===== src/hdl/cid_pkg.sv =====
// ----------------------------------------------------------------------------
// cid_pkg
// Types and constants for the checked integer divider.
// ----------------------------------------------------------------------------
`default_nettype none

package cid_pkg;

   localparam int unsigned DataW = 64;

   // Operand width codes
   localparam logic [1:0] WIDTH_8  = 2'd0;
   localparam logic [1:0] WIDTH_16 = 2'd1;
   localparam logic [1:0] WIDTH_32 = 2'd2;
   localparam logic [1:0] WIDTH_64 = 2'd3;

   typedef struct packed {
      logic [DataW-1:0] dividend;
      logic [DataW-1:0] divisor;
      logic [1:0]       width_code;
      logic             is_signed;
   } req_type;

   typedef struct packed {
      logic [DataW-1:0] quotient;
      logic [DataW-1:0] remainder;
      logic             div_error;
   } rsp_type;

   // Per-item control carried along the divider pipeline
   typedef struct packed {
      logic [DataW-1:0] mask;
      logic             q_neg;
      logic             r_neg;
      logic             err;
   } ctl_type;

   function automatic logic [DataW-1:0] width_mask(input logic [1:0] code);
      logic [DataW-1:0] m;
      unique case (code)
         WIDTH_8:  m = 64'h0000_0000_0000_00FF;
         WIDTH_16: m = 64'h0000_0000_0000_FFFF;
         WIDTH_32: m = 64'h0000_0000_FFFF_FFFF;
         default:  m = 64'hFFFF_FFFF_FFFF_FFFF;
      endcase
      return m;
   endfunction

endpackage

`default_nettype wire


===== src/hdl/cid_stage.sv =====
// ----------------------------------------------------------------------------
// cid_stage
// Restoring divider stage: BitsPerStage quotient bits per register stage.
// ----------------------------------------------------------------------------
`default_nettype none

module cid_stage
   import cid_pkg::*;
#(
   parameter int unsigned BitsPerStage = 2
)
(
   input  wire  logic             clock,
   input  wire  logic             reset,
   input  wire  logic             enable,
   input  wire  logic             in_valid,
   input  wire  logic [DataW-1:0] in_q,
   input  wire  logic [DataW-1:0] in_r,
   input  wire  logic [DataW-1:0] in_b,
   input  wire  ctl_type          in_ctl,
   output       logic             out_valid,
   output       logic [DataW-1:0] out_q,
   output       logic [DataW-1:0] out_r,
   output       logic [DataW-1:0] out_b,
   output       ctl_type          out_ctl
);

   logic             valid_ff;
   logic [DataW-1:0] q_ff, r_ff, b_ff, q_in, r_in;
   ctl_type          ctl_ff;

   // Shift-subtract steps; q holds the remaining dividend bits at the top
   always_comb begin
      logic [DataW:0] rem, diff;
      q_in = in_q;
      r_in = in_r;
      for (int i = 0; i < int'(BitsPerStage); i++) begin
         rem  = {r_in, q_in[DataW-1]};
         diff = rem - {1'b0, in_b};
         q_in = {q_in[DataW-2:0], ~diff[DataW]};
         r_in = diff[DataW] ? rem[DataW-1:0] : diff[DataW-1:0];
      end
   end

   always_ff @(posedge clock) begin
      if (reset) begin
         valid_ff <= 1'b0;
      end else if (enable) begin
         valid_ff <= in_valid;
      end
   end

   always_ff @(posedge clock) begin
      if (enable) begin
         q_ff   <= q_in;
         r_ff   <= r_in;
         b_ff   <= in_b;
         ctl_ff <= in_ctl;
      end
   end

   assign out_valid = valid_ff;
   assign out_q     = q_ff;
   assign out_r     = r_ff;
   assign out_b     = b_ff;
   assign out_ctl   = ctl_ff;

endmodule

`default_nettype wire


===== config.mk =====
export PLATFORM = sky130hd
export DESIGN_NAME = cid_stage
export DESIGN_NICKNAME = d
export VERILOG_FILES = /design/src/hdl/cid_pkg.sv /design/src/hdl/cid_stage.sv
export SDC_FILE = /design/constraint.sdc
export NUM_CORES = 1
export LEC_CHECK = 0
export BUFFER_PORTS_ARGS = -buffer_cell sky130_fd_sc_hd__buf_2
export CELL_PAD_IN_SITES_DETAIL_PLACEMENT = 0
export CELL_PAD_IN_SITES_GLOBAL_PLACEMENT = 1
export CORE_UTILIZATION = 43
export DETAILED_ROUTE_END_ITERATION = 10
export MAX_ROUTING_LAYER = met4
export PLACE_DENSITY = 0.95
export SLEW_MARGIN = 20
export SYNTH_ARGS = -nofsm -noshare
export SYNTH_HDL_FRONTEND = slang
export SYNTH_SLANG_ARGS = --single-unit

===== constraint.sdc =====
create_clock -name clock -period 10 [get_ports clock]
set_input_delay 0 -clock clock [delete_from_list [all_inputs] [get_ports clock]]
set_output_delay 0 -clock clock [all_outputs]
set_load 0.05 [all_outputs]

==> metrics.cfg <==
[detailed_routing]
routed_wl_um=69320
firstDrtPassIters=6
antenna_left=0
drtIter0Drc=1727
remaining_drc_errors=0
vias_per_cell=5.669
vias=16850
wl_per_cell_um=23.32

[placed_design]
gp_congestion=0.9836
hpwl_um=53170
io_buffers=522
dp_cells=2660

[power]
p_sw_share_pct=41.80
powerDensity_nw_per_um2=201.5
comb_power_share_pct=45.4
finalPower_uw=4810
p_int_uw=2799
irDropWorstVdd_uv=150.6
power.switching_uw=2011
p_seq_share_pct=30.5
clockPowerShare_pct=24.1
p_leak_uw=0.01049

[die]
pin_count=523
rows=72
die_w_um=202.2
die_h_um=202.2
dieArea_um2=40890
start_util_pct=44.09
core_area_um2=39100

[timing]
relSlewSlack_pct=25.81
timing.final.crit_period_ns=8.143
worst_slew_pin_slew_ns=1.085
grt_setup_unrepaired=false
finClkSkew_ns=0
drv_slew=0
tns_ns=0
finalHoldViolCount=0
finalSetupViolCount=0
max_freq_mhz=122.8
fin_crit_sh_pct=81.43

[yosys]
yosysWarnings=0
syn_inst=1679
avgSynthCellArea_um2=10.27
synth-main-ff-cell=edfxtp_1
synth.distinct_cells=67
synth-async-reset-ratio_pct=0
syn_nets=2072
netlist_area_um2=17240
synth-seq-area-share_pct=45.23
yosys_register_bits=260
synth-edff-count=259

[setup_path]
crit_slowest_cell=o311ai_0
path_class=primary input to register
cp_max_fo=40
crit_top_cell=a21oi_1
critical_path.startpoint=in_b[38]
timing.rr.start=out_valid
end_kind=register
start_kind=primary input
worst_path_largest_cell_delay_ns=0.60
cp.required_ns=10.33
arrival_ns=8.47

[finish]
nNetsFinal=2816
nFillCells=3291
syn_to_final_growth_pct=38.51
instances_no_fill=2972
drive_gt1_share_pct=26.40

[global_routing]
grt-ovfl-total=0
grt_max_degree=76
grt_pass1_wl_um=101300
antenna_found_initial=12
grt_use_total_pct=33.67
grt_pass1_vias=16560

[clock_tree]
tritoncts=done
numCtsBuffers=31
clk_pin_slew_ns=0.06
clock_path_buffers=3
cts_setup_buffers=0
cts_root_buf=clkbuf_16
clkLatencyLatePin_ns=0.58
cts_resized=0
clock_sinks=260
cts_max_level=1

[outcome]
status=finished, final reports clean

[worst_hold_path]
min_path_type=primary input to register
hp-start=in_r[32]

[flow_run]
maxCapViolCount=0

-- worst paths after layout --
kind / end / slack, ns / cells past startpoint
setup / recovery: out_r[11] / 1.86 / 25
hold / removal: out_r[34] / 0.01 / 4
setup reg to reg: out_valid / 8.76 / 3
hold reg to reg: out_valid / 1.14 / 3
-- area by class of cell --
class | count | area, um^2 | area share (%)
multi-input cells | 1243 | 8778 | 36.77
flip-flops and latches | 260 | 7797 | 32.66
repair buffers | 778 | 5197 | 21.77
clock buffers | 39 | 805.8 | 3.375
well taps | 518 | 648.1 | 2.715
inverters | 109 | 409.1 | 1.714
clock inverters | 18 | 221.5 | 0.9276
diodes | 7 | 17.52 | 0.07337
-- through the flow --
stage / cell area, um^2 / hold WS [ns] / utilization (%) / worst slack, ns
2_1_floorplan: 17240 / 0.07238 / - / 3.423
3_3_place_gp: 20320 / 0.1586 / 51.97 / 1.791
3_5_place_dp: 20350 / 0.1615 / 52.04 / 1.939
4_1_cts: 23860 / 0.0005324 / 61.02 / 1.998
5_1_grt: 23870 / 0.02149 / 61.05 / 1.237
6_report: 23880 / 0.009917 / 61.07 / 1.857
-- power by group through the flow --
stage | Clock, uW | Combinational, uW | Sequential (uW)
2_1_floorplan | 0 | 939 | 2030
3_3_place_gp | 0 | 2050 | 1480
3_5_place_dp | 0 | 2060 | 1480
4_1_cts | 1170 | 2160 | 1460
5_1_grt | 1210 | 2310 | 1480
6_report | 1160 | 2180 | 1470
-- synth_stat cells (all sizes together) (8+ instances only) --
library cell / number / area (um^2)
nand2: 113 / 424.2
a21o: 64 / 480.5
o31ai: 10 / 75.07
o21a: 19 / 142.6
edfxtp: 259 / 7777
nand4: 37 / 231.5
and2: 8 / 50.05
nand2b: 13 / 81.33
and3: 14 / 87.58
o21ai: 92 / 460.4
clkbuf: 57 / 214.0
o21bai: 29 / 217.7
nor3: 28 / 140.1
a21oi: 208 / 1041
inv: 109 / 409.1
mux2: 86 / 968.4
xor2: 43 / 376.6
nor2: 110 / 412.9
nand3: 17 / 85.08
mux2i: 9 / 90.09
ha: 128 / 1602
xnor2: 76 / 673.2
o211ai: 14 / 105.1
a211oi: 10 / 75.07
buf: 10 / 50.05
nor2b: 8 / 50.05
a21boi: 12 / 90.09
a31oi: 15 / 93.84
-- kinds of logic (layout without fill, tap and decap cells) --
family          Yosys count  count (layout)  synth area share [%]
compound gates          517             517                 18.47
simple gates            382             382                 10.64
flops                   260             260                 45.23
buf+inv                 176             944                 3.905
fa+ha+maj               130             130                 9.523
xor+xnor                119             119                 6.090
mux                      95              95                 6.141
other cells               0               7                     0
-- cells in the final DEF, fill, tap and decap left out, types with 17 or more instances in the layout --
cell / count
xnor2_1: 75
ha_1: 128
nand3_1: 17
a21oi_1: 208
a21o_1: 64
clkbuf_16: 31
o21bai_1: 29
o21ai_0: 92
edfxtp_1: 259
mux2_2: 58
nor3_1: 28
nand4_1: 37
dlygate4sd3_1: 248
mux2_1: 28
buf_2: 521
nand2_1: 113
xor2_1: 43
inv_1: 109
nor2_1: 110
o21a_1: 19
-- flip-flops by register name, indices dropped and copies added, names as in the netlist --
signal and flops:
out_b 64, out_ctl 67, out_q 64, out_r 64, out_valid 1
-- routing by layer --
metal  routed length (um)  share of wire (%)  track usage, %  up-vias
met1                29520                 43           43.61     8124
met5                    0                  0               -        -
li1                     -                  -               -     7769
met4                 2416                3.5           10.66        0
met3                 5076                7.3           5.305      131
met2                32310                 47           54.03      824
-- what timing repair did --
item	CTS	global route
hold buffers	248	0
setup endpoints to repair	0	0
endpoints found under the hold margin	318	0
-- worst max-delay path, delay by kind of cell --
kind / cells / cell delay [ns]
adders and majority gates: 2 / 0.78
and+or+nand+nor: 7 / 2.00
muxes: 2 / 0.78
xor gates and xnor gates: 1 / 0.57
buffers and inverters: 6 / 1.69
AOI/OAI and AO/OA: 7 / 2.57
(Power assumes the default switching activity.)
