`src/hdl/cid_pkg.sv`:
```
// ----------------------------------------------------------------------------
// cid_pkg
// Types and constants for the checked integer divider.
// ----------------------------------------------------------------------------
`default_nettype none

package cid_pkg;

   localparam int unsigned DataW = 64;

   // Operand width codes
   localparam logic [1:0] WIDTH_8  = 2'd0;
   localparam logic [1:0] WIDTH_16 = 2'd1;
   localparam logic [1:0] WIDTH_32 = 2'd2;
   localparam logic [1:0] WIDTH_64 = 2'd3;

   typedef struct packed {
      logic [DataW-1:0] dividend;
      logic [DataW-1:0] divisor;
      logic [1:0]       width_code;
      logic             is_signed;
   } req_type;

   typedef struct packed {
      logic [DataW-1:0] quotient;
      logic [DataW-1:0] remainder;
      logic             div_error;
   } rsp_type;

   // Per-item control carried along the divider pipeline
   typedef struct packed {
      logic [DataW-1:0] mask;
      logic             q_neg;
      logic             r_neg;
      logic             err;
   } ctl_type;

   function automatic logic [DataW-1:0] width_mask(input logic [1:0] code);
      logic [DataW-1:0] m;
      unique case (code)
         WIDTH_8:  m = 64'h0000_0000_0000_00FF;
         WIDTH_16: m = 64'h0000_0000_0000_FFFF;
         WIDTH_32: m = 64'h0000_0000_FFFF_FFFF;
         default:  m = 64'hFFFF_FFFF_FFFF_FFFF;
      endcase
      return m;
   endfunction

endpackage

`default_nettype wire

```
`src/hdl/cid_post.sv`:
```
// ----------------------------------------------------------------------------
// cid_post
// Output stage: applies signs, masks to width, forces zero on error.
// ----------------------------------------------------------------------------
`default_nettype none

module cid_post
   import cid_pkg::*;
(
   input  wire  logic             clock,
   input  wire  logic             reset,
   input  wire  logic             enable,
   input  wire  logic             in_valid,
   input  wire  logic [DataW-1:0] in_q,
   input  wire  logic [DataW-1:0] in_r,
   input  wire  ctl_type          in_ctl,
   output       logic             out_valid,
   output       rsp_type          out_data
);

   logic    valid_ff;
   rsp_type data_ff, data_in;

   // Sign fix-up
   always_comb begin
      logic [DataW-1:0] q, r;
      q = in_ctl.q_neg ? (~in_q + 64'd1) : in_q;
      r = in_ctl.r_neg ? (~in_r + 64'd1) : in_r;
      data_in.quotient  = in_ctl.err ? '0 : (q & in_ctl.mask);
      data_in.remainder = in_ctl.err ? '0 : (r & in_ctl.mask);
      data_in.div_error = in_ctl.err;
   end

   always_ff @(posedge clock) begin
      if (reset) begin
         valid_ff <= 1'b0;
      end else if (enable) begin
         valid_ff <= in_valid;
      end
   end

   always_ff @(posedge clock) begin
      if (enable) begin
         data_ff <= data_in;
      end
   end

   assign out_valid = valid_ff;
   assign out_data  = data_ff;

endmodule

`default_nettype wire

```
`config.mk`:
```
export PLATFORM = sky130hd
export DESIGN_NAME = cid_post
export DESIGN_NICKNAME = d
export VERILOG_FILES = /design/src/hdl/cid_pkg.sv /design/src/hdl/cid_post.sv
export SDC_FILE = /design/constraint.sdc
export NUM_CORES = 1
export LEC_CHECK = 0
export ABC_AREA = 1
export BUFFER_PORTS_ARGS = -buffer_cell sky130_fd_sc_hd__buf_2
export CAP_MARGIN = 20
export CORE_MARGIN = 2
export CORE_UTILIZATION = 45
export DETAILED_ROUTE_END_ITERATION = 12
export GPL_TIMING_DRIVEN = 1
export PLACE_DENSITY = 0.74
export SYNTH_ARGS = -nofsm -noshare
export SYNTH_HDL_FRONTEND = slang
export SYNTH_SLANG_ARGS = --single-unit
```
`constraint.sdc`:
```
create_clock -name clock -period 1.7 [get_ports clock]
set_input_delay 0.085 -clock clock [delete_from_list [all_inputs] [get_ports clock]]
set_output_delay 0.085 -clock clock [all_outputs]
set_load 0.05 [all_outputs]
```
==> out/metrics.cfg, run 1 <==
[synth]
synthCells=1297
ys_ff_latch=130
syn_nets=1498
avgSynthCellArea_um2=7.04
ys_types=37
yosysSeqAreaShare=0.427
netlist_area_um2=9130
yosysWarnings=0

[cts]
cts_max_path_buffers=2
cts_tree=done
path_clk_slew_ns=0.06
cts_buffers=17
htreeDepth=4
cts_root_buffer=clkbuf_16
clk_latency_ns=0.43
cts.sinks=130

[floorplanning]
fp.dieW_um=146
initial_core_util=0.455
ios=329
core_area_um2=20000
die_h_um=146
die-area_um2=21400
num_rows=52

[place]
dp_hpwl_um=31000
gp_congestion=0.979
io_buffers=328
preCtsSetupSlack_ns=-0.0725
place_area_um2=11400

[cells_and_area]
drive_gt1_frac=0.283
nets=1883
synthToLayoutAreaGrowth_pct=33.6
utilization=0.609
design_area_um2=12200

[global_route]
grt_pass1_wl_um=54400
antenna_found_initial=5
first_global_vias=9623
grt_overflow=0
globalRouteTotalUtil=0.341
grt_max_degree=55

[sta]
worst_slack_ns=0.0759
worstMarginPinSlew_ns=0.460
drv_slew=0
slew_headroom=0.691
period_needed_ns=1.62
finalHoldViolations=0
setup_viol=0
finalClockSkew_ns=0
fmax_mhz=616
rsz0062_at_grt=yes
fin_crit_sh=0.955

[critical_path]
cp.arrival_ns=1.80
cp-start-kind=input pin
path_max_fanout=4
crit_required_ns=1.88
path_class=input pin to flop
critPathCaptureType=flop

[detailed_routing]
routedWlPerCell_um=19.0
antenna_left=0
dr.first_iter.drc_count=901
drc=0
drt_pass1_iterations=5
drt_wl_total_um=37300
viasPerCell=5.22
routed-via-count=10300

[power]
vdd_drop_max_mv=0.740
p_per_area_nw_per_um2=839
leakage_nw=5.54
power_w=0.0102

[job]
drv_cap=0

[run_status]
status=finished, final reports clean

[min_path]
hp-class=input pin to flop

## flip-flops by register name, summed over array words and instances, names as in the netlist
signal and count:
out_data 129, out_valid 1
## worst paths after layout
kind	to	depth (start not counted)	startpoint	slack, ns
setup / recovery	out_data[121]$_SDFFCE_PP0P_	10	in_q[18]	0.08
hold / removal	out_data[19]$_SDFFCE_PP0P_	3	in_ctl[21]	0.004
setup reg to reg	out_valid$_SDFFE_PP0P_	3	out_valid$_SDFFE_PP0P_	0.56
hold reg to reg	out_valid$_SDFFE_PP0P_	3	out_valid$_SDFFE_PP0P_	1.05
## metal layers
metal / global-route usage / wire length (µm) / up-vias
li1: - / - / 4945
met5: 0 / 0 / -
met3: 0.0506 / 3200 / 101
met2: 0.542 / 17000 / 529
met1: 0.464 / 15400 / 4706
met4: 0.158 / 1740 / 0
## kinds of logic after synthesis
logic type,Yosys count,synth area share
AND/OR/NAND/NOR,926,0.425
flip-flops,130,0.427
buffers and inverters,115,0.0489
AO/OA/AOI/OAI,72,0.0468
XOR/XNOR,51,0.0489
adder cells (fa/ha/maj),2,0.00274
multiplexers,1,0.00110
## Yosys cell counts
library cell,count,area [µm²]
nor2_8,1,20.0
o21ai_2,7,61.3
and2_1,5,31.3
clkbuf_2,1,5.00
a21oi_4,1,16.3
o21ai_0,26,130
o21ai_4,2,32.5
a21oi_1,24,120
a21o_1,2,15.0
nor2_2,19,119
nand4_1,10,62.6
o21ai_1,9,45.0
dfxtp_1,1,20.0
nor3_2,2,20.0
xor2_1,32,280
nand3_2,6,60.1
nor3_1,17,85.1
nor2_1,375,1410
clkbuf_1,8,30.0
nor3b_2,1,12.5
a31oi_1,1,6.26
mux2i_1,1,10.0
nand2_1,384,1440
nor3b_1,1,7.51
buf_1,2,7.51
ha_1,2,25.0
edfxtp_1,129,3870
inv_1,86,323
nand3_1,78,390
nand2_2,14,87.6
nor2_4,7,78.8
inv_2,7,26.3
nand3b_1,4,30.0
xnor2_1,19,166
or2_1,1,6.26
buf_2,11,55.1
nand3_4,1,17.5
## cell type report
class	count	area, µm²
fill	1940	7850
multi-input combinational	1052	4830
sequential	130	3890
timing repair buffer	388	2200
clock buffer	17	425
inverter	93	349
tap	270	338
clock inverter	14	141
antenna	5	12.5
## where the power goes
part | total, W | switching [W] | leakage [nW] | internal, W
clock | 0.00366 | 0.00152 | 0.272 | 0.00214
sequential | 0.00387 | 0.0000736 | 1.24 | 0.00380
combinational | 0.00270 | 0.00198 | 4.03 | 0.000725
## metrics by stage
stage | setup TNS (ns) | hold WS (ns) | cells
finish | 0 | 0.00383 | 1969
floorplan | 0 | 0.157 | 1297
global placement | -0.0762 | 0.245 | 1918
detailed placement | -0.181 | 0.250 | 1918
global route | -0.0280 | 0.0182 | 1968
CTS | 0 | 0.00309 | 1963
## placed cells by master (no fill, tap or decap), types with 23 or more instances in the layout
| cell | n |
|---|---|
| nand2_1 | 384 |
| edfxtp_1 | 129 |
| inv_1 | 86 |
| o21ai_0 | 25 |
| buf_2 | 327 |
| nand3_1 | 77 |
| xor2_1 | 32 |
| nor2_1 | 369 |
| buf_4 | 41 |
| a21oi_1 | 23 |
## worst max-delay path, cell delays in order
cell and delay [ns]:
dlygate4sd3_1 0.54, buf_2 0.13, inv_1 0.13, nand3_1 0.15, nor2_2 0.16, nand2_1 0.14
nor2_2 0.15, nand3_1 0.11, a21oi_1 0.14, nor2_1 0.07
## timing repair
item	4_1_cts	5_1_grt
hold buffers	14	0
gates resized for setup	0	13
setup buffers	0	1
endpoints found under the hold margin	14	0
setup endpoints to repair	0	18
No activity file was read; power rests on OpenSTA's default activity.
==> inputs of run 2 (changes only) <==
--- a/config.mk
+++ b/config.mk
@@ -6,5 +6,4 @@
 export NUM_CORES = 1
 export LEC_CHECK = 0
-export ABC_AREA = 1
 export BUFFER_PORTS_ARGS = -buffer_cell sky130_fd_sc_hd__buf_2
 export CAP_MARGIN = 20
==> constraint.sdc (replaced) <==
create_clock -name clock -period 1.7 [get_ports clock]
set_input_delay 0.085 -clock clock [delete_from_list [all_inputs] [get_ports clock]]
set_output_delay 0.085 -clock clock [all_outputs]
set_load 0.1 [all_outputs]
==> out/metrics.cfg, run 2 <==
[synth]
synthCells=900  ; -31%
yosysSeqAreaShare=0.453  ; +0.0268
synth_top_family_by_area=simple AND/OR/NAND/NOR gates
yosysWarnings=0  ; unchanged
synth-edff-count=129  ; unchanged
synth_area_leaders=edfxtp_1 (45%), xor2_1 (6.7%), nor2_1 (4.2%)
synth_xor_area_frac=0.0714  ; +0.0225
synthMuxAreaShare=0.0405  ; +0.0394
netlist_top_cells_count=edfxtp_1 (129), nor2_1 (96), nand2_1 (87)
syn_nets=1101  ; -27%
synth-simple-area-share=0.276  ; -0.148
ys_types=55  ; +49%
synth_adder_area_share=0.00291  ; +0.000172
yosysMostFrequentCell=edfxtp_1
synth_async_sr_flop_share=0  ; unchanged
ys_ff_latch=130  ; unchanged
synth_ff_type=edfxtp_1
yosys.area.top_type=edfxtp_1
synth_top_area_share=0.451  ; +0.0267
synth_compound_area_frac=0.130  ; +0.0834
netlist_area_um2=8590  ; -5.9%
avgSynthCellArea_um2=9.54  ; +36%

[power]
leakage_nw=6.44  ; +16%
vdd_drop_max_mv=0.674  ; -8.9%
p_per_area_nw_per_um2=787  ; -6.2%

[detailed_routing]
viasPerCell=5.92  ; +13%
drc=0  ; unchanged
routed-via-count=10400  ; +0.80%
antenna_left=0  ; unchanged
routedWlPerCell_um=21.3  ; +12%
drt_pass1_iterations=5  ; unchanged
drt_wl_total_um=37200  ; -0.25%
dr.first_iter.drc_count=794  ; -12%

[floorplanning]
initial_core_util=0.459  ; +0.00364
die-area_um2=20200  ; -5.7%
num_rows=50  ; -3.8%
ios=329  ; unchanged
die_h_um=142  ; -2.9%
fp.dieW_um=142  ; -2.9%
core_area_um2=18700  ; -6.7%

[cells_and_area]
mostFrequentLayoutCell=buf_2
final_cell_mix=buf_2 (318), buf_4 (253), edfxtp_1 (129)
utilization=0.785  ; +0.177
synthToLayoutAreaGrowth_pct=71.0
drive_gt1_frac=0.511  ; +0.228
multiInputGateArea_um2=5630  ; +17%
regArea_um2=3890  ; unchanged
largest_reg_flops=129  ; unchanged
nets=1702  ; -9.6%
num-fill-cells=1156  ; -40%

[sta]
drv_slew=0  ; unchanged
period_needed_ns=2.26  ; +0.633 ns
slew_headroom=0.616  ; -0.0748
worst_slack_ns=-0.557  ; -0.633 ns
worstMarginPinSlew_ns=0.575  ; +0.116 ns
setup_viol=49  ; +49
finalClockSkew_ns=0  ; unchanged
rsz0062_at_grt=yes
finalHoldViolations=0  ; unchanged
fin_crit_sh=1.33  ; +0.372
fmax_mhz=443  ; -28%

[cts]
htreeDepth=4  ; unchanged
clk_latency_ns=0.43  ; about the same
cts_max_path_buffers=2  ; unchanged
cts_tree=done
cts_buffers=17  ; unchanged
cts_root_buffer=clkbuf_16
cts.sinks=130  ; unchanged
path_clk_slew_ns=0.07  ; about the same

[critical_path]
critPathCaptureType=flop
crit_required_ns=1.88  ; about the same
cp.arrival_ns=2.44  ; +0.64 ns
path_max_fanout=2  ; -2
cp-start-kind=input pin
path_class=input pin to flop

[place]
io_buffers=328  ; unchanged
preCtsSetupSlack_ns=-1.07  ; -0.999 ns
dp_hpwl_um=26700  ; -14%
gp_congestion=0.979  ; about the same

[global_route]
grt_overflow=0  ; unchanged
grt_max_degree=57  ; +3.6%
globalRouteTotalUtil=0.351  ; +0.00970
antenna_found_initial=6  ; +1
first_global_vias=10100  ; +5.2%
grt_pass1_wl_um=53600  ; -1.4%

[job]
drv_cap=0  ; unchanged

[run_status]
violations=negative setup slack
status=complete, but fails checks

[min_path]
hp-class=input pin to flop

[run 2: final cells by class]
class / instances / share of cell area
Sequential cell: 130 / 0.265
Clock buffer: 17 / 0.0290
Multi-Input combinational cell: 713 / 0.383
Clock inverter: 15 / 0.0108
Antenna cell: 3 / 0.000511
Tap cell: 234 / 0.0199
Timing Repair Buffer: 625 / 0.287
Inverter: 14 / 0.00392
[run 2: power breakdown]
| group | leakage, nW | switching (W) | internal, W | total (W) |
|---|---|---|---|---|
| combinational | 4.91 | 0.00290 | 0.00102 | 0.00393 |
| sequential | 1.24 | 0.0000826 | 0.00381 | 0.00389 |
| clock | 0.286 | 0.00166 | 0.00208 | 0.00374 |
[run 2: worst paths after layout]
path              slack (ns)  cells after the start                    from                     endpoint
hold / removal         0.006                      3              in_ctl[31]   out_data[29]$_SDFFCE_PP0P_
hold reg to reg         1.13                      3  out_valid$_SDFFE_PP0P_       out_valid$_SDFFE_PP0P_
setup / recovery       -0.56                      8                 in_q[0]  out_data[111]$_SDFFCE_PP0P_
setup reg to reg        0.51                      3  out_valid$_SDFFE_PP0P_       out_valid$_SDFFE_PP0P_
[run 2: logic make-up (layout without fill, tap and decap cells)]
kind of cell / after synthesis / count (layout)
compound gates: 155 / 155
xor+xnor: 70 / 70
fa+ha+maj: 2 / 2
buf+inv: 57 / 671
flops: 130 / 130
mux: 34 / 34
other cells: 0 / 3
simple gates: 452 / 452
[run 2: timing repair]
item	CTS	global route
endpoints found under the setup margin	54	65
setup buffers	17	10
endpoints found under the hold margin	22	0
gates cloned	0	0
hold buffers	16	0
gates resized for setup	82	58
pin swaps	47	36
[run 2: routing by layer]
layer | share of wire | vias to the layer above | track usage
li1 | - | 4655 | -
met1 | 0.36 | 4892 | 0.405
met2 | 0.49 | 652 | 0.605
met3 | 0.091 | 158 | 0.0801
met4 | 0.058 | 6 | 0.193
met5 | 0.00091 | - | 0
[run 2: worst max-delay path, cell delays in order]
cell	delay [ns]
buf_8	0.10
inv_4	0.05
ha_4	0.13
or3b_4	0.39
or4_4	0.51
or4_4	0.53
o41ai_2	0.30
mux2_1	0.34
[run 2: through the flow]
| stage | power (W) | setup TNS (ns) | cell area (µm²) | std cells | hold slack [ns] |
|---|---|---|---|---|---|
| after global routing | 0.0119 | -18.10 | 14700 | 1749 | 0.00408 |
| after global placement | 0.00763 | -54.07 | 12900 | 1675 | 0.243 |
| after detailed placement | 0.00766 | -55.76 | 12900 | 1675 | 0.248 |
| final | 0.0116 | -15.97 | 14700 | 1751 | 0.00611 |
| after floorplan | 0.00642 | -26.64 | 9230 | 900 | 0.157 |
| after CTS | 0.0115 | -14.64 | 14300 | 1740 | 0.000119 |
