`config.mk`:
```
export PLATFORM = sky130hd
export DESIGN_NAME = cid_prep
export DESIGN_NICKNAME = d
export VERILOG_FILES = /design/src/hdl/cid_pkg.sv /design/src/hdl/cid_prep.sv
export SDC_FILE = /design/constraint.sdc
export NUM_CORES = 1
export LEC_CHECK = 0
export BUFFER_PORTS_ARGS = -buffer_cell sky130_fd_sc_hd__buf_4
export CORE_UTILIZATION = 51
export CTS_BUF_LIST = sky130_fd_sc_hd__clkbuf_16
export CTS_CLUSTER_SIZE = 14
export DETAILED_ROUTE_END_ITERATION = 7
export GPL_TIMING_DRIVEN = 0
export PLACE_DENSITY = 0.81
export SYNTH_ARGS = -nofsm -noshare
export SYNTH_HDL_FRONTEND = slang
export SYNTH_SLANG_ARGS = --single-unit
```
`constraint.sdc`:
```
create_clock -name clock -period 4.73 [get_ports clock]
set_input_delay 0.946 -clock clock [delete_from_list [all_inputs] [get_ports clock]]
set_output_delay 0.946 -clock clock [all_outputs]
set_load 0.01 [all_outputs]
```
`src/hdl/cid_pkg.sv`:
```
// ----------------------------------------------------------------------------
// cid_pkg
// Types and constants for the checked integer divider.
// ----------------------------------------------------------------------------
`default_nettype none

package cid_pkg;

   localparam int unsigned DataW = 64;

   // Operand width codes
   localparam logic [1:0] WIDTH_8  = 2'd0;
   localparam logic [1:0] WIDTH_16 = 2'd1;
   localparam logic [1:0] WIDTH_32 = 2'd2;
   localparam logic [1:0] WIDTH_64 = 2'd3;

   typedef struct packed {
      logic [DataW-1:0] dividend;
      logic [DataW-1:0] divisor;
      logic [1:0]       width_code;
      logic             is_signed;
   } req_type;

   typedef struct packed {
      logic [DataW-1:0] quotient;
      logic [DataW-1:0] remainder;
      logic             div_error;
   } rsp_type;

   // Per-item control carried along the divider pipeline
   typedef struct packed {
      logic [DataW-1:0] mask;
      logic             q_neg;
      logic             r_neg;
      logic             err;
   } ctl_type;

   function automatic logic [DataW-1:0] width_mask(input logic [1:0] code);
      logic [DataW-1:0] m;
      unique case (code)
         WIDTH_8:  m = 64'h0000_0000_0000_00FF;
         WIDTH_16: m = 64'h0000_0000_0000_FFFF;
         WIDTH_32: m = 64'h0000_0000_FFFF_FFFF;
         default:  m = 64'hFFFF_FFFF_FFFF_FFFF;
      endcase
      return m;
   endfunction

endpackage

`default_nettype wire

```
`src/hdl/cid_prep.sv`:
```
// ----------------------------------------------------------------------------
// cid_prep
// Input stage: masks operands, detects errors, takes magnitudes.
// ----------------------------------------------------------------------------
`default_nettype none

module cid_prep
   import cid_pkg::*;
(
   input  wire  logic             clock,
   input  wire  logic             reset,
   input  wire  logic             enable,
   input  wire  logic             in_valid,
   input  wire  req_type          in_data,
   output       logic             out_valid,
   output       logic [DataW-1:0] out_a,
   output       logic [DataW-1:0] out_b,
   output       ctl_type          out_ctl
);

   logic             valid_ff;
   logic [DataW-1:0] a_ff, b_ff, a_in, b_in;
   ctl_type          ctl_ff, ctl_in;

   // Operand conditioning
   always_comb begin
      logic [DataW-1:0] mask, sbit, a, b;
      logic             an, bn, ovf, zero;
      mask = width_mask(in_data.width_code);
      sbit = (mask >> 1) + 64'd1;
      a    = in_data.dividend & mask;
      b    = in_data.divisor & mask;
      an   = in_data.is_signed && ((a & sbit) != '0);
      bn   = in_data.is_signed && ((b & sbit) != '0);
      zero = (b == '0);
      ovf  = in_data.is_signed && (a == sbit) && (b == mask);
      a_in = an ? ((~a + 64'd1) & mask) : a;
      b_in = bn ? ((~b + 64'd1) & mask) : b;
      ctl_in.mask  = mask;
      ctl_in.q_neg = an ^ bn;
      ctl_in.r_neg = an;
      ctl_in.err   = zero || ovf;
   end

   always_ff @(posedge clock) begin
      if (reset) begin
         valid_ff <= 1'b0;
      end else if (enable) begin
         valid_ff <= in_valid;
      end
   end

   always_ff @(posedge clock) begin
      if (enable) begin
         a_ff   <= a_in;
         b_ff   <= b_in;
         ctl_ff <= ctl_in;
      end
   end

   assign out_valid = valid_ff;
   assign out_a     = a_ff;
   assign out_b     = b_ff;
   assign out_ctl   = ctl_ff;

endmodule

`default_nettype wire

```
==> results of run 1 <==
## logic make-up (layout without fill, tap and decap cells)
group,Yosys count,in the layout,synth area share
compound gates,206,206,0.144
xor+xnor,108,108,0.101
fa+ha+maj,19,19,0.0254
buf+inv,129,470,0.0775
flops,135,135,0.431
mux,2,2,0.00347
other cells,2,22,0.000801
simple gates,381,381,0.217
## critical path, stage by stage
cell	delay (ns)
buf_4	0.10
buf_2	0.38
clkbuf_2	0.35
clkbuf_1	0.33
nor2_1	0.09
ha_1	0.21
nor4_1	0.27
nand4_1	0.21
o21ai_2	0.32
clkbuf_1	0.43
clkbuf_1	0.46
a21oi_1	0.17
xnor2_1	0.19
nor2_1	0.05
## placed cells by master (no fill, tap or decap), types with 5 or more instances in the layout
cell / count
buf_2: 5
ha_1: 19
o41ai_1: 6
o21ai_0: 38
or4_1: 9
and2_1: 19
edfxtp_1: 134
nand4_1: 21
a41oi_1: 10
o21a_1: 5
o21ai_1: 6
conb_1: 22
buf_4: 369
or3_1: 24
o31ai_1: 13
nor2_1: 153
xor2_1: 28
a31oi_1: 47
a21oi_1: 51
clkbuf_16: 17
nand3_1: 7
inv_1: 18
nor3_1: 34
nor4_1: 46
nand2_1: 38
xnor2_1: 80
clkbuf_1: 42
## cell type report
type	instances	area, um^2
Fill cell	1399	5260
Multi-Input combinational cell	738	4680
Sequential cell	135	4040
Timing Repair Buffer	310	2350
Buffer	112	664
Clock buffer	17	425
Tap cell	229	287
Clock inverter	15	189
Inverter	16	60.1
## sequential cells by signal, indices dropped and copies added (netlist names)
register,count
out_ctl,6
out_b,64
out_valid,1
out_a,64
## stage by stage
stage               TNS [ns]  instance area [um^2]  utilization  power, mW
global placement      -15.40                 12100        0.671       2.47
CTS                        0                 12700        0.707       3.88
finish                     0                 12700        0.707       3.89
detailed placement    -16.42                 12100        0.673       2.49
global route               0                 12700        0.707       4.02
floorplan                  0                  9450            -       1.98
## per-layer routing
metal / track usage / wire, um / up-vias
met5: 0 / 0 / -
met4: 0.148 / 1300 / 0
met3: 0.0747 / 3820 / 113
met2: 0.554 / 15400 / 735
met1: 0.443 / 12300 / 4300
li1: - / - / 4299
## report_power, final
part / switching (mW) / internal, mW / total (mW)
Clock: 0.537 / 0.876 / 1.41
Sequential: 0.0412 / 1.45 / 1.49
Combinational: 0.534 / 0.454 / 0.988
Total: 1.11 / 2.78 / 3.89
## worst min-delay path by stage
stage / startpoint / end / slack (ns) / depth (start not counted)
2_1_floorplan: out_valid / out_valid / 0.53 / 2
3_3_place_gp: out_valid / out_valid / 0.48 / 2
3_5_place_dp: out_valid / out_valid / 0.52 / 2
4_1_cts: out_valid / out_valid / 0.54 / 2
5_1_grt: out_valid / out_valid / 0.56 / 2
6_report: out_valid / out_valid / 0.52 / 2
## repair_timing
| item | in CTS | in global routing |
|---|---|---|
| gates cloned | 0 | 0 |
| pin swaps | 0 | 0 |
| hold endpoints to repair | 0 | 0 |
| setup endpoints to repair | 14 | 1 |
| resized for setup | 1 | 1 |
==> flow_summary.yaml, run 1 <==
placement:
  dp.cells: 1541
  place.gp.congestion: 0.921
  numPortBuffers: 309
  hpwl_um: 24900
  dpl_worst_slack_ns: -0.568
yosys:
  ys_top_cells_by_area: "edfxtp_1 (43%), xnor2_1 (7.5%), nor2_1 (6.1%)"
  yosysTopAreaCell: "edfxtp_1"
  synth_area_per_cell_um2: 9.55
  synthArstFlopShare: 0
  yosysMostFrequentCell: "nor2_1"
  synth_edf_count: 134
  ys_warn_count: 0
  synth_area_mm2: 0.00937
  syn_inst: 982
  synthFlopType: "edfxtp_1"
  ys_top_cells_by_count: "nor2_1 (153), edfxtp_1 (134), xnor2_1 (80)"
  synth_seq_area_share: 0.431
  synth_top_area_frac: 0.429
  ys_ff_latch: 135
  synth_cell_type_count: 60
power_and_ir_drop:
  power_density_mw_per_mm2: 306
  max-vdd-ir-drop_mv: 0.245
  power.leakage_nw: 4.99
run_status:
  status: "finished clean"
clocking:
  htree_levels: 4
  cts_tree: "built"
  cts_root_buffer: "clkbuf_16"
  max-clock-path-buffers: 2
  clkLatencyLatePin_ns: 0.43
  ctsHoldBuffers: 0
  cts_inserted_buffers: 17
  postCtsSetupBuffers: 0
  clkSlewWorstSetupHoldPaths_ns: 0.07
  cts.sinks: 135
detailed_routing:
  drc_errors: 0
  drt_iter0_drc: 1103
  wl_per_cell_um: 20.9
  final_antenna_net_count: 0
  vias: 9447
  via_per_inst: 6.01
  first_pass_iters: 8
  routed_wirelength_um: 32900
worst_setup_path:
  cp-startpoint: "in_data[2]"
  crit_required_ns: 4.90
  worst_setup_path_end_kind: "register"
  crit_end: "out_a[56]"
  ff2ff_setup_slack_ns: 4.12
  rr_startpoint: "out_valid"
  cp-start-kind: "primary input"
  path_class: "primary input to register"
  worstPathArrival_ns: 4.52
  r2r-end: "out_valid"
  worst-r2r-cell-count: 2
  crit_path_max_fanout: 19
sta:
  fin_skew_ns: 0
  hold_viol_final: 0
  max_freq_mhz: 230
  rsz0062_at_grt: "false"
  worst_slack_ns: 0.376
  hold_ws_ns: 0.525
  tightest_slew_ns: 0.982
  finalCriticalPeriod_ns: 4.35
  finalSetupViolations: 0
  slew-limit-headroom: 0.343
  min_period_over_period: 0.921
  slew_violations: 0
floorplanning:
  io_pins: 331
  core_area_mm2: 0.0180
  fp.dieArea_mm2: 0.0189
  die_h_um: 138
  die_width_um: 138
  core.rowCount: 49
  start_util: 0.522
global_route:
  grt_antenna_before_repair: 0
  overflow: 0
  first_global_vias: 8705
  groute.usage.overall: 0.344
  grt_max_degree: 106
  grt_pass1_wl_um: 48400
final_layout:
  area_growth_pct: 35.5
  antenna_cells: 0
  stdcell_count: 1572
  drive_above_1_share: 0.321
  final_nets: 1484
flow_run:
  drv_cap: 0
min_path:
  hp-class: "register to register"
No activity file was read; power rests on OpenSTA's default activity.
==> inputs of run 2 (changes only) <==
CORE_ASPECT_RATIO = 1.75   (was not set)
RECOVER_POWER = 50   (was not set)
SLEW_MARGIN = 10   (was not set)
==> flow_summary.yaml, run 2 (synthesis gave the netlist of run 1 again) <==
run_status:
  status: "finished, violations left"
  violations: "capacitance limit, slew limit"
detailed_routing:
  drt_iter0_drc: 642
  routed_wirelength_um: 33900
  drc_errors: 0
  final_antenna_net_count: 0
  wl_per_cell_um: 21.5
  first_pass_iters: 5
  vias: 9405
  via_per_inst: 5.96
placement:
  hpwl_um: 26100
  place.gp.congestion: 0.968
  numPortBuffers: 309
  dp.cells: 1546
final_layout:
  final_common_cell: "buf_4"
  stdcell_count: 1577
  final_cell_mix: "buf_4 (279), nor2_1 (154), edfxtp_1 (134)"
  final_nets: 1484
  area_growth_pct: 31.7
  drive_above_1_share: 0.252
  antenna_cells: 0
power_and_ir_drop:
  max-vdd-ir-drop_mv: 0.239
  power.leakage_nw: 4.63
  power_density_mw_per_mm2: 312
  p_total_mw: 3.85
sta:
  finalCriticalPeriod_ns: 4.45
  slew-limit-headroom: -0.337
  tightest_slew_ns: 2.01
  min_period_over_period: 0.941
  slew_violations: 38
  fin_skew_ns: 0
  hold_viol_final: 0
  finalSetupViolations: 0
  rsz0062_at_grt: "false"
  max_freq_mhz: 225
floorplanning:
  io_pins: 331
  die_width_um: 104
  fp.dieArea_mm2: 0.0189
  die_h_um: 181
  start_util: 0.522
  core.rowCount: 65
  core_area_mm2: 0.0180
global_route:
  grt_antenna_before_repair: 0
  grt_pass1_wl_um: 50800
  groute.usage.overall: 0.355
  overflow: 0
  first_global_vias: 9262
  grt_max_degree: 100
clocking:
  cts_tree: "built"
  clkLatencyLatePin_ns: 0.42
  htree_levels: 4
  postCtsSetupBuffers: 0
  clkSlewWorstSetupHoldPaths_ns: 0.06
  max-clock-path-buffers: 2
  cts_inserted_buffers: 17
  ctsHoldBuffers: 0
  cts_root_buffer: "clkbuf_16"
  cts.sinks: 135
min_path:
  holdPathStages: 2
  hp-class: "register to register"
worst_setup_path:
  worstPathArrival_ns: 4.61
  crit_required_ns: 4.89
  cp-start-kind: "primary input"
  worst_setup_path_end_kind: "register"
  path_class: "primary input to register"
  crit_path_max_fanout: 19
  worst-r2r-cell-count: 2
flow_run:
  drv_cap: 1
## run 2: changes by cell type in the layout (fill, tap and decap cells not counted), sizes merged
cell / delta
buf: -93
clkbuf: +93
clkinv: -3
clkinvlp: +3
## run 2: layout make-up
type,instances,area (um^2)
plain buffers,112,664
well taps,234,293
fillers,1541,5630
flip-flops and latches,135,4040
clock inverters,15,201
multi-input cells,738,4670
inverters,16,60.1
repair buffers,310,1990
clock buffers,17,425
## run 2: critical path: stages
cell and delay (ns):
buf_4 0.09, buf_2 0.36, clkbuf_2 0.34, clkbuf_1 0.32, nor2_1 0.10, ha_1 0.21, nor4_1 0.31, nand4_1 0.18
o21ai_1 0.42, clkbuf_1 0.43, clkbuf_1 0.45, a21oi_1 0.19, xnor2_1 0.19, nor2_1 0.06
## run 2: where the power goes
| group | internal [mW] | leakage, nW | switching (mW) |
|---|---|---|---|
| Sequential | 1.45 | 1.30 | 0.0434 |
| Combinational | 0.394 | 3.05 | 0.535 |
| Clock | 0.883 | 0.291 | 0.545 |
## run 2: timing repair
item | in CTS | in global routing
endpoints found under the setup margin | 14 | 11
endpoints found under the hold margin | 0 | 0
resized for setup | 0 | 4
## run 2: final timing paths
check / start / to / slack, ns
hold / removal: out_valid / out_valid / 0.54
setup / recovery: in_data[2] / out_a[56] / 0.28
hold reg to reg: out_valid / out_valid / 0.54
setup reg to reg: out_valid / out_valid / 4.10
## run 2: routing by layer
metal  track usage  vias to the layer above  part of all wire
met3        0.0606                      153             0.066
met1         0.349                     4397              0.33
met2         0.655                      561              0.53
met4         0.262                        0             0.071
li1              -                     4294                 -
met5             0                        -                 0
## run 2: metrics by stage
step	setup WS (ns)	utilization	area (um^2)	hold slack, ns	setup TNS (ns)
finish	0.281	0.687	12300	0.538	0
CTS	0.193	0.707	12700	0.547	0
detailed placement	-0.607	0.673	12100	0.538	-17.02
global placement	-0.611	0.671	12100	0.487	-17.23
global route	0.0394	0.687	12300	0.587	0
floorplan	0.905	-	9450	0.528	0
==> inputs of run 3 (changes only) <==
CORE_UTILIZATION = 50   (was 51)
PLACE_DENSITY = 0.8   (was 0.81)
==> flow_summary.yaml, run 3 (synthesis gave the netlist of run 1 again) <==
sta:
  slew_violations: 65
  tightest_slew_ns: 3.68
  tns_ns: 0
  hold_viol_final: 0
  fin_skew_ns: 0
  worst_slack_ns: 0.291
  min_period_over_period: 0.939
  finalCriticalPeriod_ns: 4.44
  max_freq_mhz: 225
  rsz0062_at_grt: "false"
  slew-limit-headroom: -1.45
  hold_ws_ns: 0.509
  finalSetupViolations: 0
final_layout:
  final_common_cell: "buf_4"
  area_growth_pct: 31.7
  final_nets: 1483
  drive_above_1_share: 0.250
  final_area_mm2: 0.0123
  antenna_cells: 0
  final_cell_mix: "buf_4 (278), nor2_1 (153), clkbuf_1 (134), edfxtp_1 (134), xnor2_1 (80)"
clocking:
  cts_root_buffer: "clkbuf_16"
  clkLatencyLatePin_ns: 0.42
  post_cts_resized: 0
  clkSlewWorstSetupHoldPaths_ns: 0.06
  cts_tree: "built"
  postCtsSetupBuffers: 0
  cts.sinks: 135
  htree_levels: 4
  cts_inserted_buffers: 17
  max-clock-path-buffers: 2
min_path:
  hp-class: "register to register"
  holdPathStages: 2
placement:
  place.gp.congestion: 0.986
  hpwl_um: 26200
  numPortBuffers: 309
  placed_area_mm2: 0.0121
  dpl_worst_slack_ns: -0.609
power_and_ir_drop:
  p_switching_mw: 1.09
  power_density_mw_per_mm2: 309
  max-vdd-ir-drop_mv: 0.230
  power.share.clock: 0.365
  p_int_mw: 2.72
  switching_share: 0.287
  p_total_mw: 3.81
  power.leakage_nw: 4.65
  combPwrFrac: 0.243
  power_frac_seq: 0.392
detailed_routing:
  first_pass_iters: 5
  drc_errors: 0
  via_per_inst: 5.98
  wl_per_cell_um: 21.4
  vias: 9432
  final_antenna_net_count: 0
  drt_iter0_drc: 544
  routed_wirelength_um: 33700
flow_run:
  drv_cap: 1
global_route:
  overflow: 0
  grt_max_degree: 72
  groute.usage.overall: 0.348
  grt_antenna_before_repair: 0
  grt_pass1_wl_um: 50900
  first_global_vias: 9315
worst_setup_path:
  r2r-end: "out_valid"
  worst_setup_path_end_kind: "register"
  path_class: "primary input to register"
  worst-r2r-cell-count: 2
  crit_required_ns: 4.90
  ff2ff_setup_slack_ns: 4.14
  cp-startpoint: "in_data[1]"
  crit_end: "out_a[56]"
  cp-start-kind: "primary input"
  crit_path_max_fanout: 10
  rr_startpoint: "out_valid"
  worstPathArrival_ns: 4.61
floorplanning:
  core_area_mm2: 0.0182
  start_util: 0.515
  core.rowCount: 65
  io_pins: 331
  die_width_um: 106
  die_h_um: 183
  fp.dieArea_mm2: 0.0193
run_status:
  violations: "capacitance limit, slew limit"
  status: "finished, violations left"
run 3: cell types whose count changed in the layout (fill, tap and decap cells not counted), moves of 2 or more:
cell        delta
clkinv_2       +2
clkinvlp_4     -2
inv_1          +2
clkbuf_2       -2
run 3: layout make-up:
cell class | instances | area, um^2
buffer | 111 | 659
clock buffer | 17 | 425
clock inverter | 15 | 186
fill | 1555 | 5870
inverter | 16 | 60.1
multi-input combinational | 738 | 4680
sequential | 135 | 4040
tap | 234 | 293
timing repair buffer | 310 | 2000
run 3: per-stage QoR:
stage,utilization,std cells
5_1_grt,0.678,1576
3_5_place_dp,0.664,1546
6_report,0.678,1576
4_1_cts,0.697,1577
3_3_place_gp,0.662,1545
2_1_floorplan,-,1002
run 3: repair_timing:
item                       4_1_cts  5_1_grt
hold buffers                     0        0
pin swaps                        0        0
setup endpoints to repair       17        5
cloned                           0        0
run 3: worst min-delay path by stage:
stage	to	slack (ns)	from
final	out_valid	0.51	out_valid
after global routing	out_valid	0.55	out_valid
after CTS	out_valid	0.52	out_valid
after detailed placement	out_valid	0.51	out_valid
after global placement	out_valid	0.48	out_valid
after floorplan	out_valid	0.53	out_valid
run 3: worst max-delay path: stages:
cell,delay (ns)
buf_2,0.26
nor2_4,0.12
clkbuf_1,0.28
clkbuf_1,0.33
ha_1,0.27
nor4_1,0.41
nand4_1,0.20
o21ai_1,0.43
clkbuf_1,0.43
clkbuf_1,0.48
a21oi_1,0.18
xnor2_1,0.21
nor2_1,0.06
run 3: routing by layer:
metal	track usage	share of wire	vias up
met2	0.656	0.54	614
met5	0	0	-
li1	-	-	4286
met1	0.345	0.32	4374
met4	0.252	0.072	0
met3	0.0473	0.068	158
run 3: power groups by stage:
stage / Clock (mW) / Combinational, mW / Sequential, mW
6_report: 1.39 / 0.929 / 1.49
5_1_grt: 1.44 / 0.995 / 1.51
4_1_cts: 1.40 / 0.978 / 1.50
3_5_place_dp: 0 / 0.973 / 1.52
3_3_place_gp: 0 / 0.959 / 1.52
2_1_floorplan: 0 / 0.412 / 1.57
